### config.mk
export PLATFORM = sky130hd
export DESIGN_NAME = hfw_ctrl_flat
export DESIGN_NICKNAME = d
export VERILOG_FILES = /design/src/design/hfw_pkg.sv /design/src/design/hfw_if.sv /design/src/design/hfw_ctrl.sv /design/src/flat_wrapper.sv
export SDC_FILE = /design/constraint.sdc
export NUM_CORES = 1
export LEC_CHECK = 0
export ABC_CLOCK_PERIOD_IN_PS = 4100
export BUFFER_PORTS_ARGS = -buffer_cell sky130_fd_sc_hd__buf_2
export CORE_ASPECT_RATIO = 0.9
export CORE_MARGIN = 8
export CORE_UTILIZATION = 45
export DETAILED_ROUTE_END_ITERATION = 6
export GPL_ROUTABILITY_DRIVEN = 0
export HOLD_SLACK_MARGIN = 0.06
export PLACE_DENSITY_LB_ADDON = 0.25
export REMOVE_ABC_BUFFERS = 1
export SLEW_MARGIN = 30
export SYNTH_ARGS = -nofsm -noshare
export SYNTH_HDL_FRONTEND = slang
export SYNTH_SLANG_ARGS = --single-unit
export TNS_END_PERCENT = 50
### constraint.sdc
create_clock -name clock -period 4.1 [get_ports clock]
set_clock_uncertainty 0.05 [all_clocks]
set_input_delay 0.615 -clock clock [delete_from_list [all_inputs] [get_ports clock]]
set_output_delay 0.615 -clock clock [all_outputs]
set_load 0.005 [all_outputs]
### src/design/hfw_pkg.sv
package hfw_pkg;
   localparam int GRID_SIZE = 32;
   localparam int CELLS = GRID_SIZE * GRID_SIZE;
   localparam int AW = $clog2(CELLS);
   localparam int IW = $clog2(GRID_SIZE);
   localparam int CW = 5;

   localparam logic [1:0] REQ_WRITE = 2'd0;
   localparam logic [1:0] REQ_SWEEP = 2'd1;
   localparam logic [1:0] REQ_READ  = 2'd2;
   localparam logic [1:0] REQ_BAD   = 2'd3;

   localparam logic CSR_SPRING = 1'b0;
   localparam logic CSR_DAMP   = 1'b1;

   localparam logic [15:0] SPRING_RESET = 16'd6554;
   localparam logic [15:0] DAMP_RESET   = 16'd62259;

   // datapath operations issued by the controller
   typedef enum logic [3:0] {
      OP_NONE  = 4'd0,
      OP_WRITE = 4'd1,
      OP_READ  = 4'd2,
      OP_CLEAR = 4'd3,
      OP_NREAD = 4'd4,
      OP_CREAD = 4'd5,
      OP_CALC1 = 4'd6,
      OP_CALC2 = 4'd7,
      OP_CALC3 = 4'd8,
      OP_STORE = 4'd9
   } op_type;

   typedef struct packed {
      op_type          op;
      logic [AW-1:0]   addr;
      logic [3:0]      nb;
      logic            nb_ok;
      logic            clr_acc;
   } cmd_type;
endpackage

### src/design/hfw_if.sv
interface hfw_req_if;
   logic        valid;
   logic        ready;
   logic [1:0]  req_type;
   logic [4:0]  col;
   logic [4:0]  row;
   logic signed [31:0] value;
   modport source (output valid, req_type, col, row, value, input ready);
   modport sink (input valid, req_type, col, row, value, output ready);
endinterface

interface hfw_rsp_if;
   logic        valid;
   logic        ready;
   logic [1:0]  status;
   logic signed [31:0] height_out;
   modport source (output valid, status, height_out, input ready);
   modport sink (input valid, status, height_out, output ready);
endinterface

### src/design/hfw_ctrl.sv
module hfw_ctrl (
   input  logic                 clock,
   input  logic                 reset,
   hfw_req_if.sink              req,
   hfw_rsp_if.source            rsp,
   input  logic signed [31:0]   rd_height,
   output hfw_pkg::cmd_type     cmd,
   output logic signed [31:0]   wr_value
);
   typedef enum logic [7:0] {
      S_CLEAR = 8'b00000001,
      S_IDLE  = 8'b00000010,
      S_RDWT  = 8'b00000100,
      S_NB    = 8'b00001000,
      S_CALC  = 8'b00010000,
      S_STORE = 8'b00100000,
      S_RSP   = 8'b01000000,
      S_RDCAP = 8'b10000000
   } state_type;

   state_type                state_ff, state_in;
   logic [hfw_pkg::AW:0]     cnt_ff, cnt_in;
   logic [hfw_pkg::AW-1:0]   addr_ff, addr_in;
   logic [3:0]               step_ff, step_in;
   logic [1:0]               status_ff, status_in;
   logic signed [31:0]       hout_ff, hout_in;
   logic                     rv_ff, rv_in;
   logic [hfw_pkg::IW-1:0]   r, c;
   logic [1:0]               nb_dr, nb_dc;
   logic signed [hfw_pkg::IW+1:0] nr, nc;
   logic                     on_grid;

   assign r = addr_ff[hfw_pkg::AW-1 -: hfw_pkg::IW];
   assign c = addr_ff[hfw_pkg::IW-1:0];
   assign on_grid = (32'(req.col) < hfw_pkg::GRID_SIZE) && (32'(req.row) < hfw_pkg::GRID_SIZE);
   assign req.ready = (state_ff == S_IDLE) && !rv_ff;
   assign rsp.valid = rv_ff;
   assign rsp.status = status_ff;
   assign rsp.height_out = hout_ff;
   // write data goes to the store in the cycle of the request transfer
   assign wr_value = req.value;

   // row and column offsets for neighbour step 0..7 (centre skipped)
   always_comb begin
      case (step_ff)
         4'd0: {nb_dr, nb_dc} = 4'b0000;
         4'd1: {nb_dr, nb_dc} = 4'b0001;
         4'd2: {nb_dr, nb_dc} = 4'b0010;
         4'd3: {nb_dr, nb_dc} = 4'b0100;
         4'd4: {nb_dr, nb_dc} = 4'b0110;
         4'd5: {nb_dr, nb_dc} = 4'b1000;
         4'd6: {nb_dr, nb_dc} = 4'b1001;
         4'd7: {nb_dr, nb_dc} = 4'b1010;
         default: {nb_dr, nb_dc} = 4'b0101;
      endcase
      nr = $signed({2'b00, r}) + $signed({{hfw_pkg::IW{1'b0}}, nb_dr})
         - $signed((hfw_pkg::IW+2)'(1));
      nc = $signed({2'b00, c}) + $signed({{hfw_pkg::IW{1'b0}}, nb_dc})
         - $signed((hfw_pkg::IW+2)'(1));
   end

   always_comb begin
      state_in = state_ff;
      cnt_in = cnt_ff;
      addr_in = addr_ff;
      step_in = step_ff;
      status_in = status_ff;
      hout_in = hout_ff;
      rv_in = rv_ff && !rsp.ready;
      cmd = '0;
      cmd.op = hfw_pkg::OP_NONE;
      cmd.addr = addr_ff;
      case (state_ff)
         // clear both stores after reset
         S_CLEAR: begin
            cmd.op = hfw_pkg::OP_CLEAR;
            cmd.addr = cnt_ff[hfw_pkg::AW-1:0];
            cnt_in = cnt_ff + 1'b1;
            if (cnt_ff == (hfw_pkg::AW+1)'(hfw_pkg::CELLS - 1)) state_in = S_IDLE;
         end
         S_IDLE: begin
            if (req.valid && req.ready) begin
               addr_in = hfw_pkg::AW'(32'(req.row) * hfw_pkg::GRID_SIZE + 32'(req.col));
               hout_in = '0;
               status_in = req.req_type;
               case (req.req_type)
                  hfw_pkg::REQ_WRITE: begin
                     if (on_grid) begin
                        cmd.op = hfw_pkg::OP_WRITE;
                        cmd.addr = addr_in;
                     end
                     state_in = S_RSP;
                  end
                  hfw_pkg::REQ_READ: begin
                     if (on_grid) begin
                        cmd.op = hfw_pkg::OP_READ;
                        cmd.addr = addr_in;
                        state_in = S_RDCAP;
                     end else state_in = S_RSP;
                  end
                  hfw_pkg::REQ_SWEEP: begin
                     addr_in = '0;
                     step_in = '0;
                     state_in = S_NB;
                  end
                  default: state_in = S_RSP;
               endcase
            end
         end
         S_RDCAP: state_in = S_RDWT;
         S_RDWT: begin
            hout_in = rd_height;
            state_in = S_RSP;
         end
         // eight neighbour reads, then the cell itself
         S_NB: begin
            step_in = step_ff + 1'b1;
            if (step_ff == 4'd0) cmd.clr_acc = 1'b1;
            if (step_ff < 4'd8) begin
               cmd.op = hfw_pkg::OP_NREAD;
               cmd.addr = hfw_pkg::AW'(nr) * hfw_pkg::AW'(hfw_pkg::GRID_SIZE) + hfw_pkg::AW'(nc);
               cmd.nb_ok = (nr > 0) && (nr < hfw_pkg::GRID_SIZE - 1)
                        && (nc > 0) && (nc < hfw_pkg::GRID_SIZE - 1);
            end else begin
               cmd.op = hfw_pkg::OP_CREAD;
               step_in = '0;
               state_in = S_CALC;
            end
         end
         // cell read returns, then the arithmetic chain
         S_CALC: begin
            step_in = step_ff + 1'b1;
            case (step_ff)
               4'd0: cmd.op = hfw_pkg::OP_CALC1;
               4'd1: cmd.op = hfw_pkg::OP_CALC2;
               4'd2: cmd.op = hfw_pkg::OP_CALC3;
               4'd5: state_in = S_STORE;
               default: ;
            endcase
         end
         S_STORE: begin
            cmd.op = hfw_pkg::OP_STORE;
            step_in = '0;
            addr_in = addr_ff + 1'b1;
            if (addr_ff == hfw_pkg::AW'(hfw_pkg::CELLS - 1)) state_in = S_RSP;
            else state_in = S_NB;
         end
         S_RSP: begin
            rv_in = 1'b1;
            state_in = S_IDLE;
         end
         default: state_in = S_IDLE;
      endcase
   end

   always_ff @(posedge clock) begin
      if (reset) begin
         state_ff <= S_CLEAR;
         cnt_ff <= '0;
         rv_ff <= 1'b0;
      end else begin
         state_ff <= state_in;
         cnt_ff <= cnt_in;
         rv_ff <= rv_in;
      end
      addr_ff <= addr_in;
      step_ff <= step_in;
      status_ff <= status_in;
      hout_ff <= hout_in;
   end
endmodule

### src/flat_wrapper.sv
// flat-port wrapper written by rule: the top's interface ports become plain ports
module hfw_ctrl_flat 
  (clock, reset, rd_height, cmd, wr_value, req_valid, req_req_type, req_col, req_row, req_value, req_ready, rsp_valid, rsp_status, rsp_height_out, rsp_ready);
  hfw_req_if req_i ();
  hfw_rsp_if rsp_i ();
  input  logic clock;
  input  logic reset;
  input  logic signed [31:0] rd_height;
  output hfw_pkg::cmd_type cmd;
  output logic signed [31:0] wr_value;
  input wire logic [$bits(req_i.valid)-1:0] req_valid;
  input wire logic [$bits(req_i.req_type)-1:0] req_req_type;
  input wire logic [$bits(req_i.col)-1:0] req_col;
  input wire logic [$bits(req_i.row)-1:0] req_row;
  input wire logic [$bits(req_i.value)-1:0] req_value;
  output wire logic [$bits(req_i.ready)-1:0] req_ready;
  output wire logic [$bits(rsp_i.valid)-1:0] rsp_valid;
  output wire logic [$bits(rsp_i.status)-1:0] rsp_status;
  output wire logic [$bits(rsp_i.height_out)-1:0] rsp_height_out;
  input wire logic [$bits(rsp_i.ready)-1:0] rsp_ready;
  assign req_i.valid = req_valid;
  assign req_i.req_type = req_req_type;
  assign req_i.col = req_col;
  assign req_i.row = req_row;
  assign req_i.value = req_value;
  assign req_ready = req_i.ready;
  assign rsp_valid = rsp_i.valid;
  assign rsp_status = rsp_i.status;
  assign rsp_height_out = rsp_i.height_out;
  assign rsp_i.ready = rsp_ready;
  hfw_ctrl u_core (.clock(clock), .reset(reset), .req(req_i), .rsp(rsp_i), .rd_height(rd_height), .cmd(cmd), .wr_value(wr_value));
endmodule
==> impl_metrics.ini <==
[grt]
globalRouteOverflowTotal = 0
maximum_number_of_pins_on_one_net_before_global_route_repair = 34
antenna_found_initial = 0
wire_length_of_the_first_global_routing_pass_um = 20100
first_global_vias = 3788
grtUsageTotal_pct = 17.7

[clock_network]
htree_num_levels = 3
clk_transition_reported_paths_ns = 0.06
tritoncts = built
worstSkewPairLatency_ns = 0.33
cts-buffers-inserted = 9
clockBufferDepth = 2
clock_tree_root_driver_cell = clkbuf_16
cts_sinks = 72

[sta]
timing.final.hold_violations = 0
final_min_period_over_clock_period_pct = 98.9
final.setup.worst_slack_ns = 0.0445
worstMarginPinSlew_ns = 0.743
fin_worst_hold_slack_ns = 0.452
highest_attainable_clock_frequency_mhz = 247
finalMaxSlewViolations = 0
shortest_clock_period_the_worst_path_allows_after_layout_ns = 4.06
rsz0062_at_grt = true
slew_headroom_pct = 50.5
endpoints_failing_setup = 0

[yosys]
synthesized_instance_count = 492
yosysWarningCount = 0
post_synth_design_cell_area_sq_mm = 0.00476
synth_unique_cells = 57
synth-main-ff-cell = edfxtp_1
post_synth_top_area_cell = edfxtp_1
edff_count_synth = 48
yosysSeqAreaShare_pct = 40.4
ys_seq_elements = 72
synth_area_leaders = edfxtp_1 30%, ha_1 11%, dfxtp_1 10%, buf_4 5.8%, and2_1 4.9%
post_synth_arst_share_pct = 0
synth_area_per_cell_sq_um = 9.68
netlist.area_leader.share_pct = 30.3

[route]
total_vias_in_the_final_route = 3790
initialDrtViolationCount = 329
drc = 0
detail_route.first_pass.iterations = 6
wire_per_inst_um = 18.7
viasPerCell = 5.46
wl_um = 13000
antenna_left = 0

[die]
dieHeight_um = 114
floorplan.io_pins = 168
die_w_um = 124
die_area_sq_mm = 0.0141
core_region_area_sq_mm = 0.0103
core_rows = 35
floorplan.initialDensity_pct = 46.3

[place]
hpwlAfterDp_um = 9980
dp_cells = 675
dpl_ws_ns = -0.00642
numPortBuffers = 99

[power_and_ir_drop]
sequentialPowerShare_pct = 44.9
p_sw_mw = 0.477
totalPowerFinal_mw = 1.78
p_leak_nw = 2.52
power.density_cell_area_mw_per_mm2 = 321
sw_frac_of_total_pct = 26.8
power_report.internal_total_mw = 1.30
vdd_drop_max_mv = 0.242
p_clk_share_pct = 42.5
pwr-share-comb_pct = 12.6

[setup_path]
critical_path_peak_fanout = 2
worst_ep_arrival_time_ns = 3.39
depth_of_the_most_critical_reg_to_reg_path = 9
worst_setup_path_end_kind = primary output
cp_data_required_time_ns = 3.43
critPathKind = register to primary output
cp-start-kind = register

[final_layout]
fillers = 945
commonest_non_fill_non_tap_cells_in_the_layout = 99 x buf_2, 48 x edfxtp_1, 37 x and2_1, 37 x ha_1
finish.utilization_pct = 53.8
layout-drive-gt1-share_pct = 27.1
final_cells = 694
fin_nets = 683
mostFrequentLayoutCell = buf_2
flow.area_growth_from_synthesis_pct = 16.3
insertedDiodeCount = 0

[run]
max_cap_viols = 0

[outcome]
run_status = completed

[hold_path]
min_delay_path_depth = 2
holdCritPathClass = register to register
## area by class of cell
| cell class | count | area, sq um | share of cell area, % |
|---|---|---|---|
| multi-input combinational | 328 | 2430 | 44.0 |
| sequential | 72 | 1920 | 34.7 |
| timing repair buffer | 110 | 582 | 10.5 |
| clock buffer | 9 | 225 | 4.07 |
| tap | 129 | 161 | 2.92 |
| inverter | 39 | 149 | 2.69 |
| clock inverter | 7 | 62.6 | 1.13 |
## routing by layer
layer | vias to the layer above | GRT usage, % | share of wire [%]
met5 | - | 1.82 | 0
met4 | 0 | 4.49 | 0.52
met3 | 7 | 7.00 | 8.6
met2 | 145 | 28.1 | 48
met1 | 1819 | 21.7 | 43
li1 | 1819 | - | -
## cells in the mapped netlist, types with 2 or more instances
master     number
a21o_1          5
a21oi_1        20
a222oi_1        5
a22oi_1         4
and2_1         37
and3_1          5
and4b_1         2
buf_2           7
buf_4          37
clkbuf_1       12
dfxtp_1        24
edfxtp_1       48
fa_1            3
ha_1           40
inv_1          39
nand2_1        36
nand2b_1        7
nand3_1         9
nand3b_1       11
nand4_1        12
nand4b_1        2
nor2_1         25
nor2b_1         3
nor3_1          6
nor3b_1         2
nor4_1          4
nor4_2          2
nor4bb_1        2
o211ai_1        4
o21ai_0        20
o21ai_1         4
o22ai_1         2
o2bb2ai_1       3
o31ai_1         2
or3_1           4
xnor2_1        12
xor2_1         12
## power groups by stage
stage,Sequential [mW],Combinational (mW),Clock [mW]
finish,0.800,0.224,0.757
CTS,0.800,0.220,0.773
global placement,0.815,0.213,0
floorplan,0.810,0.124,0
global route,0.802,0.249,0.792
detailed placement,0.816,0.217,0
## what timing repair did
item / in CTS / in global routing
hold buffers: 0 / 0
setup buffers: 2 / 1
pin swaps: 10 / 7
endpoints found under the setup margin: 1 / 3
resized for setup: 11 / 12
## final timing paths
| kind | from | endpoint | slack, ns |
|---|---|---|---|
| max | u_core.step_ff[3]$_DFFE_PP_ | cmd[15] | 0.04 |
| min | u_core.cnt_ff[10]$_SDFFE_PP0N_ | u_core.cnt_ff[10]$_SDFFE_PP0N_ | 0.45 |
| max reg2reg | u_core.state_ff[4]$_SDFFE_PP0P_ | register | 1.14 |
| min reg2reg | u_core.cnt_ff[10]$_SDFFE_PP0N_ | u_core.cnt_ff[10]$_SDFFE_PP0N_ | 0.45 |
## sequential cells by signal, summed over array words and instances (netlist names), named ones only
| register | count |
|---|---|
| u_core.rsp.height_out | 32 |
| u_core.cnt_ff | 11 |
| u_core.addr_ff | 10 |
| u_core.state_ff | 8 |
| u_core.step_ff | 4 |
| u_core.rsp.status | 2 |
| u_core.rsp.valid | 1 |
## critical path, cell delays in order (launching register included)
cell,delay (ns)
edfxtp_1,0.41
inv_2,0.09
nand2_2,0.07
ha_4,0.24
inv_4,0.05
ha_4,0.12
inv_2,0.03
fa_2,0.34
nand2b_4,0.16
a21oi_4,0.15
or3_4,0.15
nand2_4,0.05
ha_4,0.16
inv_2,0.05
fa_2,0.20
inv_2,0.03
a21o_1,0.15
a21oi_2,0.14
xnor3_1,0.22
o21ai_1,0.11
buf_2,0.13
## cells by family (layout without fill, tap and decap cells)
group	after synthesis	after routing	share of synthesized area, %
multiplexers	2	2	0.447
buffers and inverters	95	165	10.6
XOR/XNOR	25	25	4.89
AO/OA/AOI/OAI	77	77	10.5
AND/OR/NAND/NOR	177	177	21.4
other	1	4	0.0788
adder cells (fa/ha/maj)	43	43	11.8
flip-flops	72	72	40.4
## through the flow
| stage | setup TNS, ns | cell area, sq um |
|---|---|---|
| floorplan | 0 | 4410 |
| global placement | 0 | 5140 |
| detailed placement | -0.00642 | 5140 |
| CTS | -0.0244 | 5470 |
| global route | -0.141 | 5540 |
| finish | 0 | 5540 |
Power figures use the tool's default switching activity.
